## src/rtl/tods_pkg.sv

```systemverilog
// ----------------------------------------------------------------------------
// tods_pkg
// Types and constants shared by the dimmer schedule core and its ramp unit.
// ----------------------------------------------------------------------------
package tods_pkg;

    localparam int HourWidth      = 5;
    localparam int MinuteWidth    = 6;
    localparam int LevelWidth     = 7;
    localparam int WindowWidth    = 3;
    localparam int MinuteDayWidth = 11;
    localparam int AccWidth       = 18;
    localparam int DividendWidth  = AccWidth + 1;
    localparam int CfgIndexWidth  = 3;

    typedef logic [HourWidth-1:0]      t_hour;
    typedef logic [MinuteWidth-1:0]    t_minute;
    typedef logic [LevelWidth-1:0]     t_level;
    typedef logic [WindowWidth-1:0]    t_window;
    typedef logic [MinuteDayWidth-1:0] t_minute_of_day;
    typedef logic [AccWidth-1:0]       t_ramp_acc;
    typedef logic [CfgIndexWidth-1:0]  t_cfg_index;

    localparam t_window WIN_NIGHT   = 3'd0;
    localparam t_window WIN_MORNING = 3'd1;
    localparam t_window WIN_DAY     = 3'd2;
    localparam t_window WIN_EVENING = 3'd3;
    localparam t_window WIN_UNKNOWN = 3'd4;

    localparam t_level INVALID_TIME_LEVEL = 7'd25;
    localparam t_level LEVEL_MAX          = 7'd100;
    localparam t_hour  HOUR_MAX           = 5'd23;

    localparam t_cfg_index REG_MORNING_BEGIN_HOUR  = 3'd0;
    localparam t_cfg_index REG_DAY_BEGIN_HOUR      = 3'd1;
    localparam t_cfg_index REG_EVENING_BEGIN_HOUR  = 3'd2;
    localparam t_cfg_index REG_NIGHT_BEGIN_HOUR    = 3'd3;
    localparam t_cfg_index REG_MORNING_LEVEL       = 3'd4;
    localparam t_cfg_index REG_DAY_LEVEL           = 3'd5;
    localparam t_cfg_index REG_EVENING_FIRST_LEVEL = 3'd6;
    localparam t_cfg_index REG_EVENING_LAST_LEVEL  = 3'd7;

    typedef struct packed {
        t_hour   hour;
        t_minute minute;
        logic    time_valid;
    } t_in_item;

    typedef struct packed {
        t_level  target_level;
        t_level  shown_level;
        t_window window;
    } t_out_item;

    typedef struct packed {
        t_cfg_index index;
        t_level     value;
    } t_cfg_write;

    // Ramp job: result = round((coef_a*op_a + coef_b*op_b) / den), half up
    typedef struct packed {
        t_level         coef_a;
        t_level         coef_b;
        t_minute_of_day op_a;
        t_minute_of_day op_b;
        t_minute_of_day den;
    } t_ramp_req;

endpackage

```

## src/rtl/tods_ramp_unit.sv

```systemverilog
// ----------------------------------------------------------------------------
// tods_ramp_unit
// Bit-serial shift-add product of two terms, then bit-serial restoring
// division with half-up rounding. One coefficient bit, then one dividend
// bit, per cycle.
// ----------------------------------------------------------------------------
module tods_ramp_unit (
    input  logic                       i_clk,
    input  logic                       i_rst_n,
    input  logic                       i_start,
    input  tods_pkg::t_ramp_req        i_req,
    output logic                       o_done,
    output tods_pkg::t_level           o_quotient
);

    localparam logic [1:0] S_IDLE = 2'd0;
    localparam logic [1:0] S_MUL  = 2'd1;
    localparam logic [1:0] S_LOAD = 2'd2;
    localparam logic [1:0] S_DIV  = 2'd3;

    localparam int DenWidth = tods_pkg::MinuteDayWidth + 1;
    localparam int LvlW     = tods_pkg::LevelWidth;
    localparam int DvdW     = tods_pkg::DividendWidth;

    logic [1:0]                     r_state, n_state;
    logic [4:0]                     r_cnt, n_cnt;
    logic                           r_done, n_done;
    tods_pkg::t_level               r_coef_a, n_coef_a;
    tods_pkg::t_level               r_coef_b, n_coef_b;
    tods_pkg::t_minute_of_day       r_op_a, n_op_a;
    tods_pkg::t_minute_of_day       r_op_b, n_op_b;
    tods_pkg::t_minute_of_day       r_den, n_den;
    tods_pkg::t_ramp_acc            r_acc, n_acc;
    logic [DvdW-1:0]                r_dvd, n_dvd;
    logic [DenWidth-1:0]            r_rem, n_rem;
    tods_pkg::t_level               r_quo, n_quo;

    logic [DenWidth:0]              trial;
    logic [DenWidth:0]              divisor;
    logic                           q_bit;
    tods_pkg::t_ramp_acc            add_a;
    tods_pkg::t_ramp_acc            add_b;

    always_comb begin
        add_a   = r_coef_a[LvlW-1] ? tods_pkg::AccWidth'(r_op_a) : '0;
        add_b   = r_coef_b[LvlW-1] ? tods_pkg::AccWidth'(r_op_b) : '0;
        trial   = {r_rem, r_dvd[DvdW-1]};
        divisor = (DenWidth+1)'({r_den, 1'b0});
        q_bit   = (trial >= divisor);
    end

    always_comb begin
        n_state  = r_state;
        n_cnt    = r_cnt;
        n_done   = 1'b0;
        n_coef_a = r_coef_a;
        n_coef_b = r_coef_b;
        n_op_a   = r_op_a;
        n_op_b   = r_op_b;
        n_den    = r_den;
        n_acc    = r_acc;
        n_dvd    = r_dvd;
        n_rem    = r_rem;
        n_quo    = r_quo;
        case (r_state)
            S_IDLE: begin
                if (i_start) begin
                    n_coef_a = i_req.coef_a;
                    n_coef_b = i_req.coef_b;
                    n_op_a   = i_req.op_a;
                    n_op_b   = i_req.op_b;
                    n_den    = i_req.den;
                    n_acc    = '0;
                    n_cnt    = 5'(LvlW - 1);
                    n_state  = S_MUL;
                end
            end
            S_MUL: begin
                n_acc    = {r_acc[tods_pkg::AccWidth-2:0], 1'b0} + add_a + add_b;
                n_coef_a = {r_coef_a[LvlW-2:0], 1'b0};
                n_coef_b = {r_coef_b[LvlW-2:0], 1'b0};
                if (r_cnt == '0) begin
                    n_state = S_LOAD;
                end else begin
                    n_cnt = r_cnt - 5'd1;
                end
            end
            S_LOAD: begin
                n_dvd   = {r_acc, 1'b0} + DvdW'(r_den);
                n_rem   = '0;
                n_quo   = '0;
                n_cnt   = 5'(DvdW - 1);
                n_state = S_DIV;
            end
            S_DIV: begin
                n_rem = q_bit ? DenWidth'(trial - divisor) : DenWidth'(trial);
                n_dvd = {r_dvd[DvdW-2:0], 1'b0};
                n_quo = {r_quo[LvlW-2:0], q_bit};
                if (r_cnt == '0) begin
                    n_done  = 1'b1;
                    n_state = S_IDLE;
                end else begin
                    n_cnt = r_cnt - 5'd1;
                end
            end
            default: begin
                n_state = S_IDLE;
            end
        endcase
    end

    always_ff @(posedge i_clk) begin
        if (!i_rst_n) begin
            r_state <= S_IDLE;
            r_done  <= 1'b0;
            r_cnt   <= '0;
        end else begin
            r_state <= n_state;
            r_done  <= n_done;
            r_cnt   <= n_cnt;
        end
    end

    always_ff @(posedge i_clk) begin
        r_coef_a <= n_coef_a;
        r_coef_b <= n_coef_b;
        r_op_a   <= n_op_a;
        r_op_b   <= n_op_b;
        r_den    <= n_den;
        r_acc    <= n_acc;
        r_dvd    <= n_dvd;
        r_rem    <= n_rem;
        r_quo    <= n_quo;
    end

    assign o_done     = r_done;
    assign o_quotient = r_quo;

endmodule

```

## config.mk

```make
export PLATFORM = sky130hd
export DESIGN_NAME = tods_ramp_unit
export DESIGN_NICKNAME = d
export VERILOG_FILES = /design/src/rtl/tods_pkg.sv /design/src/rtl/tods_ramp_unit.sv
export SDC_FILE = /design/constraint.sdc
export NUM_CORES = 1
export LEC_CHECK = 0
export ABC_CLOCK_PERIOD_IN_PS = 2850
export BUFFER_PORTS_ARGS = -buffer_cell sky130_fd_sc_hd__buf_2
export CELL_PAD_IN_SITES_DETAIL_PLACEMENT = 1
export CELL_PAD_IN_SITES_GLOBAL_PLACEMENT = 1
export CORE_MARGIN = 2
export CORE_UTILIZATION = 44
export CTS_CLUSTER_DIAMETER = 30
export DETAILED_ROUTE_END_ITERATION = 8
export GPL_TIMING_DRIVEN = 0
export PLACE_DENSITY_LB_ADDON = 0.1
export SLEW_MARGIN = 30
export SYNTH_ARGS = -nofsm -noshare
export SYNTH_HDL_FRONTEND = slang
export SYNTH_SLANG_ARGS = --single-unit
```

## constraint.sdc

```tcl
create_clock -name i_clk -period 2.85 [get_ports i_clk]
set_input_delay 0.285 -clock i_clk [delete_from_list [all_inputs] [get_ports i_clk]]
set_output_delay 0.285 -clock i_clk [all_outputs]
set_load 0.01 [all_outputs]
```

; ---- After elaboration in Yosys (flattened, before gate mapping)
; Cells that the tools add are included.
[totals]
ff_bits = 111
out_inout_bits = 8
[op_classes]
n_addsub = 5
magnitude_cmp = 1
eq_ne = 7
n_mux = 20
reduce_logical = 10
[ops]
columns = op, n
row1 = 7-bit case mux with 2 select lines, 3
row2 = 19-bit case mux with 2 select lines, 1
row3 = 18-bit by 11-bit adder with 18-bit output, 2
row4 = 18-bit case mux with 2 select lines, 1
row5 = 12-bit case mux with 2 select lines, 1
row6 = 11-bit 2-to-1 mux, 2
row7 = 19-bit by 11-bit adder with 19-bit output, 1
row8 = 18-bit 2-to-1 mux, 1
row9 = 5-bit case mux with 3 select lines, 1
row10 = 7-bit 2-to-1 mux, 2
row11 = 13-bit by 12-bit >= comparator with 1-bit output, 1
row12 = 12-bit 2-to-1 mux, 1
row13 = 12-bit subtractor, 1
row14 = 5-bit 2-to-1 mux, 2
row15 = "2-bit != test, second input constant", 4
row16 = 2-bit case mux with 4 select lines, 1
row17 = 2-bit AND reduction, 4
row18 = 2-bit 2-to-1 mux, 3
row19 = 5-bit zero test, 1
row20 = "5-bit by 1-bit subtractor with 5-bit output, second input constant", 1
row21 = "2-bit equality test, second input constant", 2
row22 = 2-bit nonzero test, 2
row23 = 3-bit AND reduction, 1
row24 = "2-bit by 1-bit equality test with 1-bit output, second input constant", 1
row25 = 3 further kinds, 3

; ---- Longest topological paths before layout
; Gate-level depths: netlist of the first run.
[depth]
word_depth = 4
mapped_depth = 12
mapped_depth_nobuf = 11

; ---- Worst setup path after synthesis of the first run
; Ideal clock, no wire load.
[synth_timing]
path_kind = reg2reg
from = register r_coef_a[6]
to = register r_acc[15] (data pin)
arrival_ps = 2857
required_ps = 2696
setup_slack_ps = -162
stages_incl_launch_ff = 13
path_cell_list = edfxtp_1 -> clkbuf_1 -> and2_1 -> fa_1 -> ha_1 -> inv_1 -> fa_1 -> nor2b_1 -> o21bai_1 -> a21oi_1 -> a22oi_1 -> or3_1 -> a21boi_0
[synth_via]
elab_chain_len = 4
[synth_lines]
columns = element, line_no
row1 = from (decl), tods_ramp_unit.sv:28  ; tods_pkg::t_level r_coef_a, n_coef_a;
row2 = from (signal assigned), tods_ramp_unit.sv:125  ; r_coef_a <= n_coef_a;
row3 = 11-bit 2-to-1 mux, tods_ramp_unit.sv:45  ; add_a = r_coef_a[LvlW-1] ? tods_pkg::AccWidth'(r_op_a) : '0;
row4 = 18-bit by 11-bit adder with 18-bit output (2 in a row), tods_ramp_unit.sv:79  ; n_acc = {r_acc[tods_pkg::AccWidth-2:0], 1'b0} + add_a + add_b;
row5 = 18-bit case mux with 2 select lines, tods_ramp_unit.sv:65  ; case (r_state)
row6 = to (signal assigned), tods_ramp_unit.sv:130  ; r_acc <= n_acc;
row7 = to (decl), tods_ramp_unit.sv:33  ; tods_pkg::t_ramp_acc r_acc, n_acc;
; No other way between the ends.
; A chain may end at the register's enable or synchronous reset.

; ---- Final worst setup path of the first run
[layout_timing]
from = register r_coef_b[6]
to = register r_acc[11] (data pin)
[layout_via]
elab_chain_len = 3
[layout_lines]
columns = element, line_no
row1 = from (decl), tods_ramp_unit.sv:29  ; tods_pkg::t_level r_coef_b, n_coef_b;
row2 = from (signal assigned), tods_ramp_unit.sv:126  ; r_coef_b <= n_coef_b;
row3 = 11-bit 2-to-1 mux, tods_ramp_unit.sv:46  ; add_b = r_coef_b[LvlW-1] ? tods_pkg::AccWidth'(r_op_b) : '0;
row4 = 18-bit by 11-bit adder with 18-bit output, tods_ramp_unit.sv:79
row5 = 18-bit case mux with 2 select lines, tods_ramp_unit.sv:65
; No other way between the ends.

==> out/qor.yml, run 1 <==
outcome: "finished with violations"
violations: "negative setup slack"
portBuffers: 57
pwr-share-comb_pct: 54.7
final_cell_mix: "edfxtp_1 (103), buf_2 (57), nand2_1 (51)"
via_per_inst: 5.37
fp.coreArea_um2: 13900
min_period_ns: 3.03
num_antenna_cells: 0
drc: 0
synth_edf_count: 103
fin_tns_setup_ns: -0.949
worstReg2RegStart: "r_coef_b[6]$_DFFE_PP_"
cts_tree: "built"
powerDensity_nw_per_um2: 1270
path_class: "flop to flop"
async_flop_share_pct: 0
die_area_um2: 15200
rsz0062_at_grt: "yes"
setup_viol: 8
pre_cts_slack_ns: -0.519
critPathArrivalTime_ns: 3.15
ant_nets: 0
grt_max_degree: 39
stdcell_count: 816
syn_inst: 544
synth_area_um2: 6250
worstHoldPathCells: 1
crit_path_end_kind: "flop"
syn_to_final_growth_pct: 19.9
max-vdd-ir-drop_v: 0.000562
first_pass_iters: 4
p_int_mw: 5.70
rr_worst_depth: 13
dp.cells: 782
cp_max_fo: 6
track_usage_pct: 20.0
die_w_um: 123
dpl.hpwl_um: 10400
cp_data_required_time_ns: 2.97
gp_congestion: 0.869
clockPowerShare_pct: 13.4
max-slew-margin-rel_pct: 49.6
synth_ff_type: "edfxtp_1"
fmax_mhz: 330
clockBufferDepth: 2
setup_ws_ns: -0.178
layout_commonest_cell: "edfxtp_1"
reg2reg_slack_ns: -0.18
min-delay-start: "i_req[1]"
drtIter0Drc: 195
yosys_register_bits: 111
grt_first_pass_wirelength_um: 23300
antenna_found_initial: 0
via_count: 4378
seqPwrFrac_pct: 31.8
yosysWarningCount: 0
ys_types: 54
path_clk_slew_ns: 0.08
cts_sinks: 111
hold_viol_final: 0
drive_gt1_share_pct: 22.5
overflow: 0
rows: 43
start_util_pct: 45.0
hold_class: "input port to flop"
nets: 733
htreeDepth: 3
whs_endpoint: "r_den[1]$_DFFE_PP_"
grt_pass1_vias: 4749
p_leak_nw: 2.90
die_h_um: 123
boundaryPins: 58
p_switching_mw: 3.81
wl_um: 14200
start_kind: "flop"
ys_seq_area_share_pct: 52.1
syn_area_per_cell_um2: 11.5
r2r-end: "r_acc[11]$_SDFFCE_PN0P_"
drv_cap: 0
clk_latency_ns: 0.36
final_max_slew_viol_count: 0
cts_buffers: 9
p_sw_share_pct: 40.1
wl_per_cell_um: 17.5
cts_root_buffer: "clkbuf_16"
synth_fp_nets: 646
worst_pin_slew_ns: 0.756
min_period_over_period_pct: 106
fin_skew_ns: 0.00735
==> cell families (layout without fill, tap and decap cells) <==
family                   after synthesis  in the layout  synth area share, %
buffers and inverters                 44            136                 2.76
flip-flops                           111            111                 52.1
adder cells (fa/ha/maj)               52             52                 12.0
AND/OR/NAND/NOR                      172            172                 14.5
XOR/XNOR                              27             27                 3.78
AO/OA/AOI/OAI                        122            122                 12.1
multiplexers                          16             16                 2.86
==> through the flow <==
step	util [%]	hold slack, ns	power, mW	instance area [µm²]
after global placement	48.9	0.461	7.02	6780
after global routing	54.0	0.0796	10.3	7490
after CTS	52.8	0.0830	9.14	7320
final	54.0	0.0977	9.51	7490
after detailed placement	49.1	0.464	7.29	6810
after floorplan	-	0.384	6.13	6270
==> what timing repair did <==
action,4_1_cts,5_1_grt
pin swaps,24,20
hold buffers,0,0
gates resized for setup,33,18
endpoints found under the setup margin,21,61
setup buffers,12,8
==> power groups by stage <==
stage               Sequential (mW)  Clock (mW)  Combinational (mW)
floorplan                      2.94           0                3.19
global placement               3.05           0                3.98
detailed placement             3.07           0                4.22
CTS                            3.04        1.32                4.78
global route                   3.11        1.38                5.85
finish                         3.02        1.28                5.21
==> sequential cells by signal, indices dropped and copies added (netlist names), 2 cells and up <==
register / cells
r_dvd: 19
r_rem: 12
r_coef_a: 7
r_den: 11
r_acc: 18
r_op_a: 11
r_coef_b: 7
r_op_b: 11
r_cnt: 5
o_quotient: 7
r_state: 2
==> cells in the mapped netlist, drive strengths merged (10+ instances only) <==
| cell | instances | area (µm²) |
|---|---|---|
| a21oi | 29 | 145 |
| fa | 13 | 260 |
| nor2b | 13 | 81.3 |
| ha | 39 | 488 |
| edfxtp | 103 | 3090 |
| xnor2 | 20 | 175 |
| nor2 | 18 | 67.6 |
| nor3 | 13 | 65.1 |
| o21ai | 43 | 215 |
| inv | 28 | 105 |
| mux2 | 15 | 169 |
| clkbuf | 14 | 52.6 |
| nand2 | 52 | 195 |
| and2 | 39 | 244 |
| a21boi | 10 | 75.1 |
==> layer usage <==
metal | share of wire (%) | vias up | global-route usage, %
met5 | 0 | - | 0
met4 | 1.1 | 0 | 4.40
met3 | 3.0 | 15 | 4.70
met2 | 51 | 63 | 36.1
met1 | 45 | 2148 | 24.2
li1 | - | 2152 | -
==> worst max-delay path by stage <==
stage                                          to  cells after the start  slack [ns]                   from
after floorplan           r_acc[15]$_SDFFCE_PN0P_                     12       -0.02  r_coef_a[6]$_DFFE_PP_
after global placement    r_acc[12]$_SDFFCE_PN0P_                     10       -0.44  r_coef_b[6]$_DFFE_PP_
after detailed placement  r_acc[12]$_SDFFCE_PN0P_                     10       -0.52  r_coef_b[6]$_DFFE_PP_
after CTS                 r_acc[15]$_SDFFCE_PN0P_                     12       -0.20  r_coef_b[6]$_DFFE_PP_
after global routing      r_acc[15]$_SDFFCE_PN0P_                     12       -0.34  r_coef_b[6]$_DFFE_PP_
final                     r_acc[11]$_SDFFCE_PN0P_                     13       -0.18  r_coef_b[6]$_DFFE_PP_
==> worst max-delay path, cell delays in order, from the launching register on <==
cell and delay [ns]:
edfxtp_1 0.44, buf_8 0.16, and2_4 0.13, fa_1 0.51, ha_2 0.19, inv_2 0.04
fa_2 0.36, nor2b_4 0.15, o21bai_4 0.08, a21oi_4 0.20, buf_4 0.15, a21oi_1 0.08
xnor2_1 0.15, and2_1 0.16
==> cell type report <==
type / count / area, µm²
Clock inverter: 7 / 72.6
Buffer: 15 / 85.1
Tap cell: 180 / 225
Sequential cell: 111 / 3250
Multi-Input combinational cell: 389 / 3060
Inverter: 28 / 105
Clock buffer: 9 / 225
Timing Repair Buffer: 77 / 467
Fill cell: 1486 / 6390
Power figures use the tool's default switching activity.
==> inputs of run 2 (changes only) <==
Settings changed: ABC_AREA from default to 1, CORE_UTILIZATION 44 to 41.
==> run 2 against run 1 <==
Compared with the run above:
- the flow now finishes without violations
- sequential share of layout area down 3.1 points
- power increased by 3.9%
- combinational power grew 3%
- largest power group unchanged
==> out/qor.yml, run 2 <==
grt.busiest_layer: "met2"
place_area_um2: 7440
dpl.hpwl_um: 13800
synth_ff_type: "edfxtp_1"
synth_top_area_cell: "edfxtp_1"
setup_viol: 0
cp_max_fo: 4
synth_edf_count: 103
cp_data_required_time_ns: 2.97
ys_types: 32
hold_class: "input port to flop"
total_power_mw: 9.88
p_sw_share_pct: 45.2
drc: 0
final_max_slew_viol_count: 0
p_switching_mw: 4.46
nets: 1023
drv_cap: 0
path_class: "flop to flop"
stdcell_count: 1146
critPathArrivalTime_ns: 2.93
ys_seq_area_share_pct: 47.5
cts_tree: "built"
syn_to_final_growth_pct: 17.8
htreeDepth: 3
stdcell_area_um2: 8060
drtIter0Drc: 230
overflow: 0
syn_inst: 841
min_period_ns: 2.81
die_h_um: 133
r2r-end: "r_acc[15]$_SDFFCE_PN0P_"
largest_reg_flops: 19
final_cell_mix: "nand2_1 (284), inv_1 (142), edfxtp_1 (103)"
worst_pin_slew_ns: 0.735
num_antenna_cells: 0
hold-worst-slack_ns: 0.0802
min-delay-start: "i_req[0]"
synth_top_area_share_pct: 45.2
p_leak_nw: 4.00
worstReg2RegStart: "r_coef_b[6]$_DFFE_PP_"
first_pass_iters: 4
setup_ws_ns: 0.0397
ant_nets: 0
ys_top_cells_by_count: "nand2_1 (290), inv_1 (143), edfxtp_1 (103)"
layout_commonest_cell: "nand2_1"
fin_tns_setup_ns: 0
die_w_um: 133
grtUsageMet1_pct: 25.2
antenna_found_initial: 0
via_per_inst: 4.98
synthTopCellsByArea: "edfxtp_1 (45%), nand2_1 (16%), inv_1 (7.8%)"
async_flop_share_pct: 0
clockBufferDepth: 2
fin_util_pct: 49.0
cts_root_buffer: "clkbuf_16"
max-slew-margin-rel_pct: 50.9
crit_path_end_kind: "flop"
powerDensity_nw_per_um2: 1230
grt_first_pass_wirelength_um: 30000
fmax_mhz: 356
rr_worst_depth: 12
wl_per_cell_um: 15.6
grt_pass1_vias: 6264
gr-usage-met2_pct: 40.1
synth_area_um2: 6840
hold_viol_final: 0
wl_um: 17800
yosys.cell_count.top_type: "nand2_1"
worstHoldPathCells: 1
syn_area_per_cell_um2: 8.14
clk_latency_ns: 0.37
via_count: 5705
boundaryPins: 58
start_util_pct: 41.6
start_kind: "flop"
fp.coreArea_um2: 16500
portBuffers: 57
reg2reg_slack_ns: 0.04
path_clk_slew_ns: 0.09
regMostFlops: "r_dvd"
outcome: "completed"
cts_buffers: 9
met3_usage_pct: 3.27
gp_congestion: 0.903
seqPwrFrac_pct: 30.7
max-vdd-ir-drop_v: 0.000530
yosys_register_bits: 111
rows: 47
cts_sinks: 111
drive_gt1_share_pct: 14.8
clockPowerShare_pct: 15.0
pre_cts_slack_ns: -0.249
synth_fp_nets: 943
yosysWarningCount: 0
dp.cells: 1119
fin_skew_ns: 0.0148
top_regs: "r_dvd x19, r_acc x18, r_rem x12"
grt_max_degree: 39
pwr-share-comb_pct: 54.4
whs_endpoint: "r_den[0]$_DFFE_PP_"
die_area_um2: 17700
min_period_over_period_pct: 98.6
p_int_mw: 5.42
track_usage_pct: 21.4
-- run 2: timing repair --
action,in CTS,in global routing
setup buffers,7,5
pin swaps,1,12
hold endpoints to repair,0,0
endpoints found under the setup margin,10,9
hold buffers,0,0
resized for setup,2,37
-- run 2: worst max-delay path by stage --
stage | slack, ns | cells after the start | from | endpoint
2_1_floorplan | 0.05 | 6 | r_state[1]$_SDFFE_PN0P_ | r_acc[0]$_SDFFCE_PN0P_
3_3_place_gp | -0.99 | 5 | r_state[0]$_SDFFE_PN0P_ | r_acc[11]$_SDFFCE_PN0P_
3_5_place_dp | -0.25 | 13 | r_coef_a[6]$_DFFE_PP_ | r_acc[15]$_SDFFCE_PN0P_
4_1_cts | 0.002 | 12 | r_coef_a[6]$_DFFE_PP_ | r_acc[17]$_SDFFCE_PN0P_
5_1_grt | -0.05 | 14 | r_coef_b[6]$_DFFE_PP_ | r_acc[11]$_SDFFCE_PN0P_
6_report | 0.04 | 12 | r_coef_b[6]$_DFFE_PP_ | r_acc[15]$_SDFFCE_PN0P_
-- run 2: area by class of cell --
cell class | count | area (µm²)
multi-input cells | 571 | 3140
repair buffers | 71 | 438
inverters | 144 | 541
fillers | 2010 | 8400
clock inverters | 7 | 126
clock buffers | 9 | 225
well taps | 220 | 275
plain buffers | 13 | 66.3
flip-flops and latches | 111 | 3250
-- run 2: power groups by stage --
stage	clock network, mW	registers [mW]	logic [mW]
3_5_place_dp	0	3.06	4.79
3_3_place_gp	0	3.06	4.50
4_1_cts	1.51	3.04	4.92
5_1_grt	1.56	3.11	6.13
6_report	1.48	3.03	5.37
2_1_floorplan	0	2.94	3.46
-- run 2: kinds of logic (layout without fill, tap and decap cells) --
kind of cell,count (synthesis),in the layout,share of synthesized area (%)
AO/OA/AOI/OAI,72,72,5.52
XOR/XNOR,6,6,0.768
adder cells (fa/ha/maj),52,52,10.9
buffers and inverters,159,244,8.98
flip-flops,111,111,47.5
AND/OR/NAND/NOR,441,441,26.3
-- run 2: worst max-delay path, stage by stage (launching register included) --
cell and delay, ns:
edfxtp_1 0.49, buf_4 0.18, nand2_1 0.05, inv_1 0.05, fa_1 0.53, inv_1 0.08, fa_2 0.43, o21ai_4 0.27
nand2_2 0.11, nand2_4 0.10, nand2_2 0.07, a21oi_2 0.14, nor2_1 0.06
-- run 2: per-layer routing --
layer  up-vias  part of all wire, %
met5         -                    0
met4         0                  2.2
met3        25                  3.0
met2        88                   52
met1      2758                   43
li1       2834                    -
